===== src/rtl/lsp_pkg.sv =====
`timescale 1ns / 1ps
package lsp_pkg;

    localparam int MAX_SOURCES_DEF   = 64;
    localparam int CORDIC_STAGES_DEF = 16;
    localparam int ATAN_LEN          = 24;
    localparam int SQRT_STEPS        = 32;
    localparam int DIV_STEPS         = 16;
    localparam int FIFO_DEPTH        = 4;
    localparam int FIFO_AW           = $clog2(FIFO_DEPTH);
    localparam int CORDIC_W          = 36;

    localparam logic [15:0] EIGHTH_TURN = 16'h2000;
    localparam logic [16:0] ONE_Q16     = 17'h10000;

    localparam logic [16:0] GUN_DIST_RST  = 17'd32768;
    localparam logic [15:0] SELF_DIST_RST = 16'd40;
    localparam logic [15:0] MAX_DIST_RST  = 16'd2048;

    localparam logic [31:0] ATAN_TAB [ATAN_LEN] = '{
        32'h20000000, 32'h12E4051E, 32'h09FB385B, 32'h051111D4,
        32'h028B0D43, 32'h0145D7E1, 32'h00A2F61E, 32'h00517C55,
        32'h0028BE53, 32'h00145F2F, 32'h000A2F98, 32'h000517CC,
        32'h00028BE6, 32'h000145F3, 32'h0000A2F9, 32'h0000517D,
        32'h000028BE, 32'h0000145F, 32'h00000A30, 32'h00000518,
        32'h0000028C, 32'h00000146, 32'h000000A3, 32'h00000051
    };

    typedef enum logic [1:0] {
        CMD_LISTENER = 2'd0,
        CMD_GUN_YAW  = 2'd1,
        CMD_SOURCE   = 2'd2
    } cmd_t;

    typedef enum logic [1:0] {
        REG_GUN_DIST  = 2'd0,
        REG_SELF_DIST = 2'd1,
        REG_MAX_DIST  = 2'd2,
        REG_BED_EN    = 2'd3
    } reg_idx_t;

    typedef enum logic {
        KIND_DIRECT = 1'b0,
        KIND_SOURCE = 1'b1
    } kind_t;

    typedef struct packed {
        logic [16:0] gun_dist;
        logic [15:0] self_dist;
        logic [15:0] max_dist;
        logic        bed_en;
    } cfg_t;

    typedef struct packed {
        kind_t              kind;
        logic [6:0]         id;
        logic [15:0]        az;
        logic [16:0]        rad;
        logic               last;
        logic signed [32:0] dx;
        logic signed [32:0] dy;
        logic signed [32:0] dz;
        logic [15:0]        act;
    } tok_t;

    typedef struct packed {
        logic push;
        tok_t tok;
    } push_t;

endpackage


===== src/rtl/lsp_fifo.sv =====
`timescale 1ns / 1ps
module lsp_fifo (
    input  logic          aclk,
    input  logic          aresetn,
    input  lsp_pkg::push_t wr,
    output logic          full,
    input  logic          pop,
    output logic          empty,
    output lsp_pkg::tok_t rd_tok
);
    import lsp_pkg::*;

    tok_t             mem_reg [FIFO_DEPTH];
    logic [FIFO_AW-1:0] wp_reg, wp_next, rp_reg, rp_next;
    logic [FIFO_AW:0]   cnt_reg, cnt_next;
    logic             do_push, do_pop;

    assign full    = (cnt_reg == (FIFO_AW+1)'(FIFO_DEPTH));
    assign empty   = (cnt_reg == '0);
    assign do_push = wr.push && !full;
    assign do_pop  = pop && !empty;
    assign rd_tok  = mem_reg[rp_reg];

    always_comb begin
        wp_next  = do_push ? wp_reg + 1'b1 : wp_reg;
        rp_next  = do_pop ? rp_reg + 1'b1 : rp_reg;
        cnt_next = cnt_reg + (FIFO_AW+1)'(do_push) - (FIFO_AW+1)'(do_pop);
    end

    always_ff @(posedge aclk) begin
        if (!aresetn) begin
            wp_reg  <= '0;
            rp_reg  <= '0;
            cnt_reg <= '0;
        end else begin
            wp_reg  <= wp_next;
            rp_reg  <= rp_next;
            cnt_reg <= cnt_next;
        end
        if (do_push) begin
            mem_reg[wp_reg] <= wr.tok;
        end
    end

endmodule


===== config.mk =====
export PLATFORM = sky130hd
export DESIGN_NAME = lsp_fifo
export DESIGN_NICKNAME = d
export VERILOG_FILES = /design/src/rtl/lsp_pkg.sv /design/src/rtl/lsp_fifo.sv
export SDC_FILE = /design/constraint.sdc
export NUM_CORES = 1
export LEC_CHECK = 0
export ABC_AREA = 1
export BUFFER_PORTS_ARGS = -buffer_cell sky130_fd_sc_hd__buf_2
export CAP_MARGIN = 20
export CORE_MARGIN = 5
export CORE_UTILIZATION = 49
export CTS_CLUSTER_DIAMETER = 60
export DETAILED_ROUTE_END_ITERATION = 8
export HOLD_SLACK_MARGIN = 0.03
export PLACE_DENSITY = 0.79
export SETUP_SLACK_MARGIN = 0.5
export SLEW_MARGIN = 20
export SYNTH_ARGS = -nofsm -noshare
export SYNTH_HDL_FRONTEND = slang
export SYNTH_SLANG_ARGS = --single-unit

===== constraint.sdc =====
create_clock -name aclk -period 9.94 [get_ports aclk]
set_input_delay 1.988 -clock aclk [delete_from_list [all_inputs] [get_ports aclk]]
set_output_delay 1.988 -clock aclk [all_outputs]
set_load 0.02 [all_outputs]

==> reports/results.ini <==
[status]
status=finished clean

[die]
die_h_um=230
initial_utilization=0.497
fp-row-count=80
core_um2=47800
die_w_um=230
die-area_um2=53000
io_pins=320

[worst_setup_path]
critical_path.max_fanout=88
critPathKind=flip-flop to primary output
cp.depth=5
end_kind=primary output
required_ps=7950
path_delay_family=buffers and inverters
worstPathArrival_ps=3280
slowest_stage=buf_4
rr_worst_depth=5
cp.buffers_inverters=3
cpPeakStageDelay_ps=830
critPathLaunchType=flip-flop
crit_chain=inv_4 -> buf_4 -> o21ai_0 -> o22ai_1 -> buf_2

[sta]
fmax_mhz=190
fin_tns_setup_ps=0
setup_viol=0
min_period_ps=5270
timing.hold.ws_ps=501
hold_violations=0
max_slew.worst_pin.slew_ps=1050
min_period_over_period=0.530
final.setup.worst_slack_ps=4670
rsz0062_at_grt=no
slew_headroom=0.302
drv_slew=0
clock_skew_ps=12.4

[clock_tree]
cts.htree.levels=2
cts-resized-gates=0
cts_root_buffer=clkbuf_16
clock_path_buffers=3
cts_tree=built
cts_hold_buffers=0
clock_latency_ps=600
cts_buffers=61
clock-sinks=637
cts_setup_buffers=0
clkSlewWorstSetupHoldPaths_ps=60

[global_routing]
antenna_found_initial=15
grt_pass1_wl_um=81200
grt_pass1_vias=14600
grt_start_max_net_pins=193
grt_overflow=0
track_usage=0.194

[detailed_routing]
wire_per_inst_um=20.8
drt_iter0_drc=1089
detail-route-antenna-nets=0
highest_layer=met5
dr.pass1.iters=5
totalWireLength_um=53100
met1Wirelength_um=21000
met2_length_um=26200
drcViolationCount=0
routed_via_density=5.67
num_vias=14500
wl_met3_um=4570

[cells_and_area]
largest_reg_flops=628
area_growth_pct=15.9
layout_common_cells=628 x edfxtp_1, 322 x nor2_1, 319 x buf_2, 276 x o21ai_0, 157 x o22ai_1
drive_gt1_frac=0.222
fin_nets=2050
final_common_cell=edfxtp_1

[synth]
synth_cell_types=20
yosysSeqAreaShare=0.801
syn_inst=1586
avgSynthCellArea_um2=15.0
synth.area.top_cells=edfxtp_1 79%, o21ai_0 5.8%, nor2_1 5.2%
syn-cell-area_um2=23800
ys_ff_latch=637
netlist.area_leader.share=0.794
synth_nets=1754
synth_warnings=0
synth_largest_area_cell=edfxtp_1

[job]
max_cap_violations=0

[placement]
dp_hpwl_um=29800
pre_cts_ws_ps=5240
numPortBuffers=319
finalWeightedCongestion=0.774

[power_and_ir_drop]
ir_drop_v=0.000211
powerDensity_nw_per_um2=266
power.leakage_nw=9.56

[worst_hold_path]
hp-class=flip-flop to flip-flop
hold-path-cell-count=2

-- power breakdown --
| part | switching [mW] | leakage [nW] | internal, mW | total (mW) |
|---|---|---|---|---|
| logic | 1.30 | 2.81 | 0.466 | 1.77 |
| registers | 0.0783 | 5.83 | 3.27 | 3.35 |
| clock network | 0.932 | 0.920 | 1.27 | 2.20 |
| total | 2.31 | 9.56 | 5.01 | 7.32 |
-- worst paths after layout --
kind                   start               to  slack (ps)
setup reg to reg  cnt_reg[1]  mem_reg[0][101]        6820
hold / removal     rp_reg[0]        rp_reg[0]         500
setup / recovery   flip-flop      rd_tok[123]        4670
hold reg to reg    rp_reg[0]        rp_reg[0]         500
-- cell type report --
cell class / instances / area, µm²
fill: 3614 / 20300
sequential: 637 / 19000
multi-input combinational: 827 / 4000
timing repair buffer: 336 / 1740
clock buffer: 78 / 1610
tap: 615 / 769
clock inverter: 28 / 278
inverter: 19 / 81.3
antenna: 10 / 25.0
-- metrics by stage --
| stage | total power [mW] | cell area [µm²] | std cells | utilization |
|---|---|---|---|---|
| 5_1_grt | 7.65 | 27500 | 2543 | 0.575 |
| 2_1_floorplan | 4.64 | 23800 | 1586 | - |
| 3_3_place_gp | 5.11 | 25600 | 2434 | 0.536 |
| 3_5_place_dp | 5.17 | 25600 | 2434 | 0.536 |
| 4_1_cts | 7.37 | 27500 | 2540 | 0.575 |
| 6_report | 7.32 | 27500 | 2550 | 0.576 |
-- Yosys cell counts --
cell type  instances
edfxtp_1         628
nor2_1           326
o21ai_0          276
o22ai_1          157
clkbuf_1          50
o21ai_1           38
buf_6             29
buf_2             17
inv_1             17
nand2_1           14
dfxtp_1            9
ha_1               6
a21oi_1            5
nand3_1            4
buf_4              3
buf_8              3
clkbuf_2           1
fa_1               1
inv_2              1
inv_8              1
-- routing by layer --
| layer | global-route usage | vias to the layer above |
|---|---|---|
| met5 | 0 | - |
| met2 | 0.328 | 571 |
| li1 | - | 6603 |
| met3 | 0.0580 | 108 |
| met1 | 0.247 | 7172 |
| met4 | 0.0503 | 16 |
-- worst reg2reg max path, delay by kind of cell, from the launching register on --
kind,cells,cell delay (ps)
flip-flops,1,360
AND/OR/NAND/NOR,4,1350
buffers and inverters,1,870
-- cells by family (layout without fill, tap and decap cells) --
family                     Yosys count  after routing  synth area share
other                                0             10                 0
DFF                                637            637             0.801
and+or+nand+nor                    344            344            0.0546
adders and majority gates            7              7           0.00400
AOI/OAI and AO/OA                  476            476             0.109
buffers and inverters              122            461            0.0316
No activity file was read; power rests on OpenSTA's default activity.
