`config.mk`:
```
export PLATFORM = sky130hd
export DESIGN_NAME = lsp_front
export DESIGN_NICKNAME = d
export VERILOG_FILES = /design/src/rtl/lsp_pkg.sv /design/src/rtl/lsp_front.sv
export SDC_FILE = /design/constraint.sdc
export NUM_CORES = 1
export LEC_CHECK = 0
export ABC_CLOCK_PERIOD_IN_PS = 3470
export BUFFER_PORTS_ARGS = -buffer_cell sky130_fd_sc_hd__clkbuf_2
export CAP_MARGIN = 10
export CORE_MARGIN = 2
export CORE_UTILIZATION = 30
export DETAILED_ROUTE_END_ITERATION = 8
export RECOVER_POWER = 50
export SYNTH_ARGS = -nofsm -noshare
export SYNTH_HDL_FRONTEND = slang
export SYNTH_SLANG_ARGS = --single-unit
```
`constraint.sdc`:
```
create_clock -name aclk -period 3.47 [get_ports aclk]
set_input_delay 0.1735 -clock aclk [delete_from_list [all_inputs] [get_ports aclk]]
set_output_delay 0.1735 -clock aclk [all_outputs]
set_load 0.005 [all_outputs]
```
`src/rtl/lsp_pkg.sv`:
```
`timescale 1ns / 1ps
package lsp_pkg;

    localparam int MAX_SOURCES_DEF   = 64;
    localparam int CORDIC_STAGES_DEF = 16;
    localparam int ATAN_LEN          = 24;
    localparam int SQRT_STEPS        = 32;
    localparam int DIV_STEPS         = 16;
    localparam int FIFO_DEPTH        = 4;
    localparam int FIFO_AW           = $clog2(FIFO_DEPTH);
    localparam int CORDIC_W          = 36;

    localparam logic [15:0] EIGHTH_TURN = 16'h2000;
    localparam logic [16:0] ONE_Q16     = 17'h10000;

    localparam logic [16:0] GUN_DIST_RST  = 17'd32768;
    localparam logic [15:0] SELF_DIST_RST = 16'd40;
    localparam logic [15:0] MAX_DIST_RST  = 16'd2048;

    localparam logic [31:0] ATAN_TAB [ATAN_LEN] = '{
        32'h20000000, 32'h12E4051E, 32'h09FB385B, 32'h051111D4,
        32'h028B0D43, 32'h0145D7E1, 32'h00A2F61E, 32'h00517C55,
        32'h0028BE53, 32'h00145F2F, 32'h000A2F98, 32'h000517CC,
        32'h00028BE6, 32'h000145F3, 32'h0000A2F9, 32'h0000517D,
        32'h000028BE, 32'h0000145F, 32'h00000A30, 32'h00000518,
        32'h0000028C, 32'h00000146, 32'h000000A3, 32'h00000051
    };

    typedef enum logic [1:0] {
        CMD_LISTENER = 2'd0,
        CMD_GUN_YAW  = 2'd1,
        CMD_SOURCE   = 2'd2
    } cmd_t;

    typedef enum logic [1:0] {
        REG_GUN_DIST  = 2'd0,
        REG_SELF_DIST = 2'd1,
        REG_MAX_DIST  = 2'd2,
        REG_BED_EN    = 2'd3
    } reg_idx_t;

    typedef enum logic {
        KIND_DIRECT = 1'b0,
        KIND_SOURCE = 1'b1
    } kind_t;

    typedef struct packed {
        logic [16:0] gun_dist;
        logic [15:0] self_dist;
        logic [15:0] max_dist;
        logic        bed_en;
    } cfg_t;

    typedef struct packed {
        kind_t              kind;
        logic [6:0]         id;
        logic [15:0]        az;
        logic [16:0]        rad;
        logic               last;
        logic signed [32:0] dx;
        logic signed [32:0] dy;
        logic signed [32:0] dz;
        logic [15:0]        act;
    } tok_t;

    typedef struct packed {
        logic push;
        tok_t tok;
    } push_t;

endpackage

```
`src/rtl/lsp_front.sv`:
```
`timescale 1ns / 1ps
module lsp_front #(
    parameter int MAX_SOURCES = lsp_pkg::MAX_SOURCES_DEF
) (
    input  logic           aclk,
    input  logic           aresetn,
    input  logic           s_tvalid,
    output logic           s_tready,
    input  logic [135:0]   s_tdata,
    input  logic [1:0]     s_tuser,
    input  lsp_pkg::cfg_t  cfg,
    input  logic           full,
    output lsp_pkg::push_t wr
);
    import lsp_pkg::*;

    logic [31:0] lx_reg, ly_reg, lz_reg;
    logic [15:0] lhead_reg, lock_head_reg, gun_az_reg;
    logic        locked_reg, pend_reg, pend_next;

    logic        acc;
    cmd_t        cmd;
    logic [6:0]  src_id;
    logic [31:0] px, py, pz;
    logic [15:0] head, cur;
    logic        lock;
    logic        id_ok;
    tok_t        src_tok, bed_tok;

    assign src_id = s_tdata[6:0];
    assign px     = s_tdata[38:7];
    assign py     = s_tdata[70:39];
    assign pz     = s_tdata[102:71];
    assign head   = s_tdata[118:103];
    assign cur    = s_tdata[134:119];
    assign lock   = s_tdata[135];
    assign cmd    = cmd_t'(s_tuser);

    assign s_tready = !pend_reg && !full;
    assign acc      = s_tvalid && s_tready;
    assign id_ok    = (src_id != '0) && ({1'b0, src_id} <= 8'(MAX_SOURCES));

    always_comb begin
        src_tok      = '0;
        src_tok.kind = KIND_SOURCE;
        src_tok.id   = src_id;
        src_tok.az   = gun_az_reg;
        src_tok.rad  = (cfg.gun_dist > ONE_Q16) ? ONE_Q16 : cfg.gun_dist;
        src_tok.last = 1'b1;
        src_tok.dx   = $signed({px[31], px}) - $signed({lx_reg[31], lx_reg});
        src_tok.dy   = $signed({py[31], py}) - $signed({ly_reg[31], ly_reg});
        src_tok.dz   = $signed({pz[31], pz}) - $signed({lz_reg[31], lz_reg});
        src_tok.act  = locked_reg ? lock_head_reg : lhead_reg;

        bed_tok      = '0;
        bed_tok.kind = KIND_DIRECT;
        bed_tok.rad  = ONE_Q16;
        if (pend_reg) begin
            bed_tok.id   = 7'd2;
            bed_tok.az   = gun_az_reg + EIGHTH_TURN;
            bed_tok.last = 1'b1;
        end else begin
            bed_tok.id   = 7'd1;
            bed_tok.az   = gun_az_reg - EIGHTH_TURN;
            bed_tok.last = 1'b0;
        end
    end

    always_comb begin
        wr.push  = 1'b0;
        wr.tok   = bed_tok;
        pend_next = pend_reg ? full : 1'b0;
        if (pend_reg) begin
            wr.push = 1'b1;
        end else if (acc) begin
            case (cmd)
                CMD_LISTENER: begin
                    wr.push   = cfg.bed_en;
                    pend_next = cfg.bed_en;
                end
                CMD_SOURCE: begin
                    wr.push = id_ok;
                    wr.tok  = src_tok;
                end
                default: begin
                    wr.push = 1'b0;
                end
            endcase
        end
    end

    always_ff @(posedge aclk) begin
        if (!aresetn) begin
            lx_reg        <= '0;
            ly_reg        <= '0;
            lz_reg        <= '0;
            lhead_reg     <= '0;
            lock_head_reg <= '0;
            gun_az_reg    <= '0;
            locked_reg    <= 1'b0;
            pend_reg      <= 1'b0;
        end else begin
            pend_reg <= pend_next;
            if (acc && cmd == CMD_LISTENER) begin
                lx_reg    <= px;
                ly_reg    <= py;
                lz_reg    <= pz;
                lhead_reg <= head;
            end
            if (acc && cmd == CMD_GUN_YAW) begin
                locked_reg <= lock;
                if (lock) begin
                    lock_head_reg <= head;
                    gun_az_reg    <= head - cur;
                end else begin
                    gun_az_reg <= '0;
                end
            end
        end
    end

endmodule

```
==> results of run 1 <==
cell type report:
type | count | area share [%]
antenna | 1 | 0.0151
inverter | 141 | 3.20
sequential | 146 | 17.7
timing repair buffer | 444 | 17.0
clock buffer | 22 | 2.86
tap | 539 | 4.07
clock inverter | 10 | 0.937
multi-input combinational | 1394 | 54.2
per-stage QoR:
stage | power (uW) | TNS [ps]
CTS | 5160 | -13.1
floorplan | 2600 | 0
detailed placement | 2990 | 0
finish | 5140 | 0
global route | 5400 | 0
global placement | 2980 | 0
metal layers:
| layer | vias up | GRT usage (%) | wire length [um] | share of wire (%) |
|---|---|---|---|---|
| met3 | 41 | 3.55 | 2350 | 5.6 |
| met4 | 0 | 6.38 | 806 | 1.9 |
| met1 | 6289 | 23.7 | 18900 | 45 |
| li1 | 6814 | - | - | - |
| met2 | 406 | 31.6 | 19600 | 47 |
| met5 | - | 0 | 0 | 0 |
power by group through the flow:
stage / Combinational, uW / Clock, uW / Sequential [uW]
after global routing: 1520 / 2150 / 1730
after detailed placement: 1230 / 0 / 1770
after floorplan: 842 / 0 / 1760
after CTS: 1340 / 2100 / 1730
after global placement: 1220 / 0 / 1760
final: 1380 / 2030 / 1730
logic make-up (layout without fill, tap and decap cells):
kind of cell,count (synthesis),in the layout
simple gates,706,706
other cells,0,1
mux,24,24
compound gates,479,479
buf+inv,233,617
flops,146,146
fa+ha+maj,116,116
xor+xnor,69,69
critical path, delay by kind of cell:
kind / cells / cell delay (ps)
buffers and inverters: 3 / 820
adders and majority gates: 1 / 250
and+or+nand+nor: 6 / 1560
AOI/OAI and AO/OA: 2 / 400
cell usage in the layout (no fill, tap or decap), types with 39 or more instances in the layout:
cell type / instances
clkbuf_2: 304
dlygate4sd3_1: 106
o21ai_0: 69
a21boi_0: 135
xnor2_1: 39
nor2_1: 136
a21oi_1: 93
dfxtp_1: 145
ha_1: 107
a21o_1: 50
nand2_1: 350
inv_1: 141
repair_timing:
action	CTS	global route
buffers inserted	0	3
hold buffers	106	0
endpoints found under the hold margin	116	0
setup endpoints to repair	12	25
pin swaps	0	8
resized for setup	14	38
cloned	0	0
worst max-delay path by stage:
stage | start | to | slack (ps)
finish | s_tdata[9] | wr[112] | 80
global route | s_tdata[9] | wr[112] | 0.4
CTS | ly_reg[0] | wr[79] | -10
detailed placement | s_tdata[39] | wr[79] | 220
global placement | s_tdata[39] | wr[79] | 240
floorplan | lx_reg[2] | wr[112] | 800
==> results by group, run 1 <==
Synthesis
  • Synth Warn #: 0
  • Yosys reg bits: 146
  • Most frequent cell after synthesis: nand2_1
  • Synth Area in XOR/XNOR: 4.80%
  • Commonest register cell after synthesis: dfxtp_1
  • Avg Cell Area, Syn: 7.10 um2
  • Synth Area in Compound Gates: 25.7%
  • Unique masters post-synth: slightly above 60
  • Register area share after synthesis: 23.2%
  • EDFF count, synth: 0
  • Area of the mapped netlist: between 0.01 and 0.015 mm2
  • Leading area contributor after synthesis: dfxtp_1
  • Adder-cell share of the synthesized area: about an eighth
  • Largest family of logic cells by synthesized area: compound AO/OA/AOI/OAI gates
  • Synth top area share: 23.2%
  • Post-Synth Simple-Gate Area: 25.2%
  • Mux contribution to synthesized area: between 1.5 and 2%
  • Most frequent cells after synthesis: nand2_1, dfxtp_1, inv_1, nor2_1, a21boi_0
  • Syn nets: 2,081
  • Cell count after synthesis: 1,773
  • Ys async rst share: 0%
  • Synth area leaders: dfxtp_1, ha_1, nand2_1, a21boi_0, inv_1

Detailed routing
  • Vias per cell: 5.02
  • Drt first pass iters: 5
  • Routed Antenna Nets: 0
  • Routed via count: 13.6k
  • DRC errors left: 0
  • Initial DRC count: between 700 and 800
  • DR WL/cell: 15.5 um
  • Final wirelength: around 42,000 um

CTS
  • CTS Buf Count: 17
  • TritonCTS sink count: 146
  • CTS H-tree depth: 4
  • Clock tree root buffer cell: clkbuf_16
  • Clk Latency, worst-skew pair: roughly 450 ps
  • Clock Pin Slew Worst Setup and Hold Paths: 60 ps
  • CTS tree: built
  • Clock buffer depth: 2

Power
  • Pwr dens: 310 mW/mm2
  • Internal: 3580 uW
  • Sequential Power Share: 33.6%
  • Sw Pwr: roughly 1600 uW
  • Switch share: between 30% and 40%
  • Maximum vdd drop: approximately 280 uV
  • Comb pwr share: 26.8%
  • Leakage: about 0.0068 uW
  • Clock power frac: 39.5%

Timing
  • RSZ-0062 raised after global routing: no
  • Worst-Margin Slew: 1400 ps
  • PnR worst setup slack: 82.8 ps
  • Hold_ws: approximately 26 ps
  • Final Critical Period: 3390 ps
  • Fmax: 295 MHz
  • Setup violators final: 0
  • Pins Over Slew Limit: 0
  • Max transition margin: 6.65%
  • Final period utilization: 97.6%
  • Clock Skew: 5.87 ps
  • Final Hold Vio Count: 0

Layout
  • Final Non-Filler Cells: 2,697
  • Share of cells above drive strength 1: 18.9%
  • Post-layout util: 39.7%
  • Nets: 2,452
  • Fin area: about 0.017 mm2
  • Fillers: 4,388
  • Area growth, synth to finish: 31.6%
  • Multi-input logic area: around 0.009 mm2
  • Sequential cell area: 0.00292 mm2

Setup path
  • Reg2Reg Setup Slack: 450 ps
  • CP Cell Sequence: dlygate4sd3_1, clkbuf_2, ha_4, nor2b_4, o31a_1, or4_4, nand2_4, o211ai_4, and4b_4, or4_1, nand3_1, clkbuf_2
  • CP max-delay cell: dlygate4sd3_1
  • WS Path Type: in -> out
  • RR Endpoint: lx_reg[14]
  • WP data required: 3300 ps
  • R2r worst-path depth: 6
  • Crit path largest cell delay: 560 ps
  • Worst EP arrival: 3210 ps
  • Crit-path max FO: 7
  • CP endpoint kind: output pin
  • Reg-to-reg startpoint: pend_reg
  • Most frequent CP cell: clkbuf_2
  • Startpoint Class: primary input

Placement
  • Placer Congestion: 0.901
  • HPWL after DPL: between 30,000 and 40,000 um
  • Placed cell count: 2,555
  • Placement-stage worst setup slack: 222 ps
  • DP Area: 0.0147 mm2
  • # port buffers: ~320

Floorplan
  • Site Rows: 75
  • Chip width: 209 um
  • I/O pin count: 351
  • Die Y: 209 um
  • Die Footprint: 0.0436 mm2
  • Core footprint: between 0.04 and 0.05 mm2
  • Initial Util: a little under a third

Run status
  • Outcome: finished, final reports clean

GRT
  • Gr usage total: 18.7%
  • First-pass GRT wire length: 65,700 um
  • Vias in the first global route: between 10k and 15k
  • Largest net degree at the start of global routing: 112
  • GRT Residual Overflow: 0
  • Initial antenna violation count: 1

Run
  • Max-capacitance violation count: 0

Min path
  • HP Start: s_tdata[107]
  • Type of the most critical hold path: in -> reg
  • Worst hold stages: 3
  • Worst Hold Endpoint: lock_head_reg[4]
No activity file was read; power rests on OpenSTA's default activity.
==> inputs of run 2 (changes only) <==
CELL_PAD_IN_SITES_DETAIL_PLACEMENT = 0   (was default)
CELL_PAD_IN_SITES_GLOBAL_PLACEMENT = 1   (was default)
PLACE_DENSITY_LB_ADDON = 0.1   (was default)
SETUP_SLACK_MARGIN = 0.1   (was default)
==> run 2 against run 1 <==
Against the previous run: total power rose by 3.4%; die area is the same; register-to-register slack is essentially flat; largest power group unchanged; critical path type is now reg -> out; critical endpoint is now wr[42].
==> results by group, run 2 (same netlist as run 1, synthesis figures left out) <==
Setup path
  • WS Path Type: reg -> out
  • Crit path largest cell delay: 470 ps (-90 ps)
  • Crit-path max FO: 4 (-3)
  • Startpoint Class: register
  • CP max-delay cell: a2111oi_4
  • CP Cell Sequence: ha_4, fa_2, nor2b_4, o31a_1, o221a_4, o21a_4, a2111oi_4, nor4_2, o21a_1, nor3_2, buf_2
  • WP data required: 3300 ps (about the same)
  • Worst EP arrival: 3140 ps (-70 ps)
  • CP endpoint kind: output pin

Detailed routing
  • Initial DRC count: 553 (-22%)
  • Routed via count: 13.2k (-2.3%)
  • Drt first pass iters: 5 (unchanged)
  • Routed Antenna Nets: 0 (unchanged)
  • Vias per cell: 4.87 (-3.1%)
  • DRC errors left: 0 (unchanged)
  • DR WL/cell: 15.8 um (+2.4%)
  • Final wirelength: 43,000 um (+3.2%)

Floorplan
  • Die Y: 209 um (unchanged)
  • Chip width: 209 um (unchanged)
  • Site Rows: 75 (unchanged)
  • Die Footprint: 0.0436 mm2 (unchanged)
  • Core footprint: 0.0417 mm2 (unchanged)
  • Initial Util: 30.2% (unchanged)
  • I/O pin count: 351 (unchanged)

Layout
  • Post-layout util: 40.7% (+0.99 points)
  • Area growth, synth to finish: 34.8%
  • Most common cell after layout, fill and taps aside: nand2_1
  • Commonest non-fill, non-tap cells in the layout: nand2_1, clkbuf_2, dfxtp_1
  • Share of cells above drive strength 1: 21.0% (+2.1 points)
  • Fin area: 0.0170 mm2 (+2.5%)
  • Final Non-Filler Cells: 2,718 (+0.78%)
  • Nets: 2,472 (+0.82%)
  • Fillers: 4,533 (+3.3%)

Run status
  • Outcome: finished, final reports clean

CTS
  • CTS H-tree depth: 4 (unchanged)
  • Clock buffer depth: 2 (unchanged)
  • Clock Pin Slew Worst Setup and Hold Paths: 70 ps (about the same)
  • CTS Buf Count: 17 (unchanged)
  • Clock tree root buffer cell: clkbuf_16
  • CTS tree: built
  • TritonCTS sink count: 146 (unchanged)
  • Clk Latency, worst-skew pair: 480 ps (+30 ps)

Power
  • Total power: 5310 uW (+3.4%)
  • Maximum vdd drop: 368 uV (+30%)
  • Pwr dens: 313 mW/mm2 (+0.93%)
  • Leakage: 0.00693 uW (+2.0%)

Timing
  • Final period utilization: 95.5% (-2.1 points)
  • Final Hold Vio Count: 0 (unchanged)
  • Clock Skew: 5.73 ps (-0.136 ps)
  • Setup violators final: 0 (unchanged)
  • RSZ-0062 raised after global routing: yes
  • Max transition margin: 19.8% (+13 points)
  • Worst-Margin Slew: 1200 ps (-197 ps)
  • Final Critical Period: 3310 ps (-72.3 ps)
  • PnR worst setup slack: 155 ps (+72.3 ps)
  • Fmax: 302 MHz (+2.2%)
  • Pins Over Slew Limit: 0 (unchanged)

GRT
  • GRT Residual Overflow: 0 (unchanged)
  • Largest net degree at the start of global routing: 115 (+2.7%)
  • First-pass GRT wire length: 68,800 um (+4.7%)
  • Initial antenna violation count: 3 (+2)
  • Vias in the first global route: 13.1k (+0.99%)
  • Gr usage total: 19.8% (+1.1 points)

Placement
  • Placer Congestion: 0.856 (-4.9%)
  • Placement-stage worst setup slack: 221 ps (-0.793 ps)
  • Placed cell count: 2,557 (+0.078%)
  • DP Area: 0.0147 mm2 (about the same)
  • HPWL after DPL: 31,500 um (+0.56%)
  • # port buffers: 318 (unchanged)

Min path
  • Type of the most critical hold path: in -> reg

Run
  • Max-capacitance violation count: 0 (unchanged)
## run 2: changes by cell type in the layout (fill, tap and decap cells not counted), moves of 6 or more
cell | previous run | this run
dlygate4sd3_1 | 106 | 115
ha_1 | 107 | 97
buf_4 | 15 | 26
o21ai_0 | 69 | 63
a21oi_1 | 93 | 87
clkbuf_1 | 17 | 11
## run 2: per-layer routing
| metal | global-route usage, % | part of all wire (%) | vias to the layer above |
|---|---|---|---|
| li1 | - | - | 6860 |
| met1 | 25.2 | 47 | 6095 |
| met2 | 33.2 | 46 | 239 |
| met3 | 4.57 | 4.4 | 40 |
| met4 | 6.16 | 1.7 | 2 |
| met5 | 0 | 0.030 | - |
## run 2: per-stage QoR
| stage | hold slack, ps | setup TNS (ps) |
|---|---|---|
| 2_1_floorplan | 318 | 0 |
| 5_1_grt | 139 | -16.7 |
| 3_3_place_gp | 425 | 0 |
| 6_report | 118 | 0 |
| 3_5_place_dp | 430 | 0 |
| 4_1_cts | 80.6 | 0 |
## run 2: power by group
part,switching (uW),total [uW],internal [uW]
registers,18.7,1730,1710
logic,778,1430,647
clock network,826,2160,1330
total,1620,5310,3690
## run 2: worst paths after layout
check | slack [ps] | end | depth (start not counted) | startpoint
worst min register to register | 460 | ly_reg[17] | 2 | ly_reg[17]
worst max register to register | 440 | lx_reg[8] | 6 | pend_reg
worst max-delay path | 160 | wr[42] | 11 | lz_reg[0]
worst min-delay path | 120 | gun_az_reg[15] | 4 | s_tdata[134]
## run 2: timing repair
item                                   CTS  global route
endpoints found under the hold margin  131             0
pin swaps                               15            25
resized for setup                       35            70
setup endpoints to repair               26            36
setup buffers                            6             6
hold buffers                           115             0
## run 2: layout make-up
type,instances,area (um2),area share [%]
multi-input cells,1394,9170,54.0
repair buffers,464,2990,17.6
flip-flops and latches,146,2930,17.3
well taps,539,674,3.98
inverters,141,533,3.14
clock buffers,20,467,2.75
clock inverters,12,201,1.19
diodes,2,5.00,0.0295
## run 2: worst max-delay path, delay by kind of cell, from the launching register on
kind                     cells  cell delay, ps
AO/OA/AOI/OAI                5            1490
flip-flops                   1             350
adder cells (fa/ha/maj)      2             350
AND/OR/NAND/NOR              3             310
buffers and inverters        1             150
==> inputs of run 3 (changes only) <==
CORE_MARGIN = 4   (was 2)
CORE_UTILIZATION = 38   (was 30)
GPL_ROUTABILITY_DRIVEN = 0   (was default)
==> run 3 against run 2 <==
Against the previous run: the flow now finishes with violations (capacitance limit, slew limit); critical path type is now in -> out; final cell count shrank 4.2%; global-route usage rose by 2.1 points; utilization up 9.8 points.
==> results by group, run 3 (same netlist as run 1, synthesis figures left out) <==
Floorplan
  • Chip width: 190 um (-9.0%)
  • Initial Util: 38.6% (+8.4 points)
  • Die Y: 190 um (-9.0%)
  • Core footprint: 0.0326 mm2 (-22%)
  • Die Footprint: 0.0361 mm2 (-17%)
  • I/O pin count: 351 (unchanged)
  • Site Rows: 66 (-12%)

Timing
  • Pins Over Slew Limit: 71 (+71)
  • Final period utilization: 95.5% (about the same)
  • RSZ-0062 raised after global routing: yes
  • Clock Skew: 6.39 ps (+0.656 ps)
  • Setup violators final: 0 (unchanged)
  • Final Critical Period: 3310 ps (-0.489 ps)
  • Worst-Margin Slew: 1600 ps (+395 ps)
  • Final Hold Vio Count: 0 (unchanged)
  • Setup TNS: 0 ps (unchanged)
  • Max transition margin: -6.52% (-26 points)
  • Hold_ws: 17.3 ps (-100 ps)
  • Fmax: 302 MHz (about the same)

Layout
  • Fin area: 0.0165 mm2 (-2.8%)
  • Area growth, synth to finish: 31.1%
  • Nets: 2,456 (-0.65%)
  • Post-layout util: 50.6% (+9.8 points)
  • Share of cells above drive strength 1: 20.1% (-0.90 points)
  • Most common cell after layout, fill and taps aside: nand2_1
  • Commonest non-fill, non-tap cells in the layout: nand2_1, clkbuf_2, dfxtp_1

CTS
  • CTS tree: built
  • CTS H-tree depth: 4 (unchanged)
  • Clock tree root buffer cell: clkbuf_16
  • Clock Pin Slew Worst Setup and Hold Paths: 60 ps (about the same)
  • TritonCTS sink count: 146 (unchanged)
  • CTS Buf Count: 17 (unchanged)
  • Clock buffer depth: 2 (unchanged)
  • Clk Latency, worst-skew pair: 440 ps (-40 ps)

Min path
  • Worst hold stages: 3 (-1)
  • Type of the most critical hold path: in -> reg

Setup path
  • R2r worst-path depth: 6 (unchanged)
  • Startpoint Class: primary input
  • CP Cell Sequence: dlygate4sd3_1, clkbuf_2, inv_2, fa_2, nor2b_4, o31a_1, or4_4, nand2_4, o211ai_4, and4b_4, or4_1, nand3_2, clkbuf_2
  • CP max-delay cell: dlygate4sd3_1
  • Crit path largest cell delay: 540 ps (+70 ps)
  • CP endpoint kind: output pin
  • Crit-path max FO: 7 (+3)
  • WS Path Type: in -> out
  • Most frequent CP cell: clkbuf_2
  • Worst EP arrival: 3140 ps (about the same)
  • WP data required: 3300 ps (about the same)

GRT
  • Gr usage total: 21.9% (+2.1 points)
  • Initial antenna violation count: 2 (-1)
  • First-pass GRT wire length: 65,000 um (-5.4%)
  • GRT Residual Overflow: 0 (unchanged)
  • Largest net degree at the start of global routing: 73 (-37%)
  • Vias in the first global route: 12.8k (-2.3%)

Placement
  • HPWL after DPL: 30,500 um (-3.1%)
  • # port buffers: 318 (unchanged)
  • DP Area: 0.0145 mm2 (-1.0%)

Detailed routing
  • DRC errors left: 0 (unchanged)
  • Vias per cell: 5.09 (+4.4%)
  • Final wirelength: 40,800 um (-5.1%)
  • DR WL/cell: 15.7 um (-0.93%)
  • Routed via count: 13.2k (+0.0076%)
  • Drt first pass iters: 4 (-1)
  • Initial DRC count: 526 (-4.9%)
  • Routed Antenna Nets: 0 (unchanged)

Power
  • Internal: 3630 uW (-1.6%)
  • Clock power frac: 40.4% (-0.3 points)
  • Switch share: 30.4% (-0.19 points)
  • Pwr dens: 316 mW/mm2 (+0.96%)
  • Sw Pwr: 1580 uW (-2.5%)
  • Comb pwr share: 26.4% (-0.4 points)
  • Maximum vdd drop: 351 uV (-4.5%)
  • Leakage: 0.00682 uW (-1.6%)
  • Sequential Power Share: 33.1% (+0.6 points)
  • Total power: 5220 uW (-1.8%)

Run
  • Max-capacitance violation count: 1 (+1)

Run status
  • Outcome: finished with violations
  • Failing checks: capacitance limit, slew limit
[run 3: changes by cell type in the layout (fill, tap and decap cells not counted), sizes merged]
cell	change
dlygate4sd3	-18
clkbuf	+4
buf	-3
clkinvlp	-1
diode	-1
inv	+1
[run 3: metal layers]
layer / share of wire, % / track usage, %
met4: 2.1 / 6.54
met3: 4.8 / 4.40
met1: 47 / 28.4
met5: 0.037 / 0
met2: 46 / 36.8
[run 3: metrics by stage]
stage | std cells | worst slack, ps
2_1_floorplan | 1773 | 800
5_1_grt | 2603 | -27.4
4_1_cts | 2591 | 4.14
6_report | 2603 | 156
3_3_place_gp | 2460 | 370
3_5_place_dp | 2460 | 361
[run 3: final cells by class]
class	instances	area, um2
antenna	1	2.50
clock buffer	19	443
clock inverter	12	205
fill	3373	16100
inverter	141	529
multi-input combinational	1394	9040
sequential	146	2930
tap	442	553
timing repair buffer	448	2790
[run 3: worst paths after layout]
check	start	end	slack, ps
worst max register to register	pend_reg	lx_reg[0]	710
worst min-delay path	s_tdata[103]	lock_head_reg[0]	20
worst min register to register	ly_reg[29]	ly_reg[29]	460
worst max-delay path	s_tdata[8]	wr[112]	160
[run 3: timing repair]
item,4_1_cts,5_1_grt
endpoints found under the setup margin,13,41
endpoints found under the hold margin,101,0
hold buffers,97,0
pin swaps,7,24
buffers inserted,3,11
resized for setup,18,56
[run 3: worst max-delay path: cells and delay by family]
family / cells / cell delay (ps)
compound gates: 2 / 450
fa+ha+maj: 1 / 230
buf+inv: 4 / 870
simple gates: 6 / 1410
[run 3: power groups by stage]
stage          combinational (uW)  clock [uW]  sequential, uW
6_report                     1380        2110            1730
5_1_grt                      1540        2240            1730
4_1_cts                      1340        2180            1730
3_5_place_dp                 1220           0            1770
3_3_place_gp                 1220           0            1760
2_1_floorplan                 842           0            1760
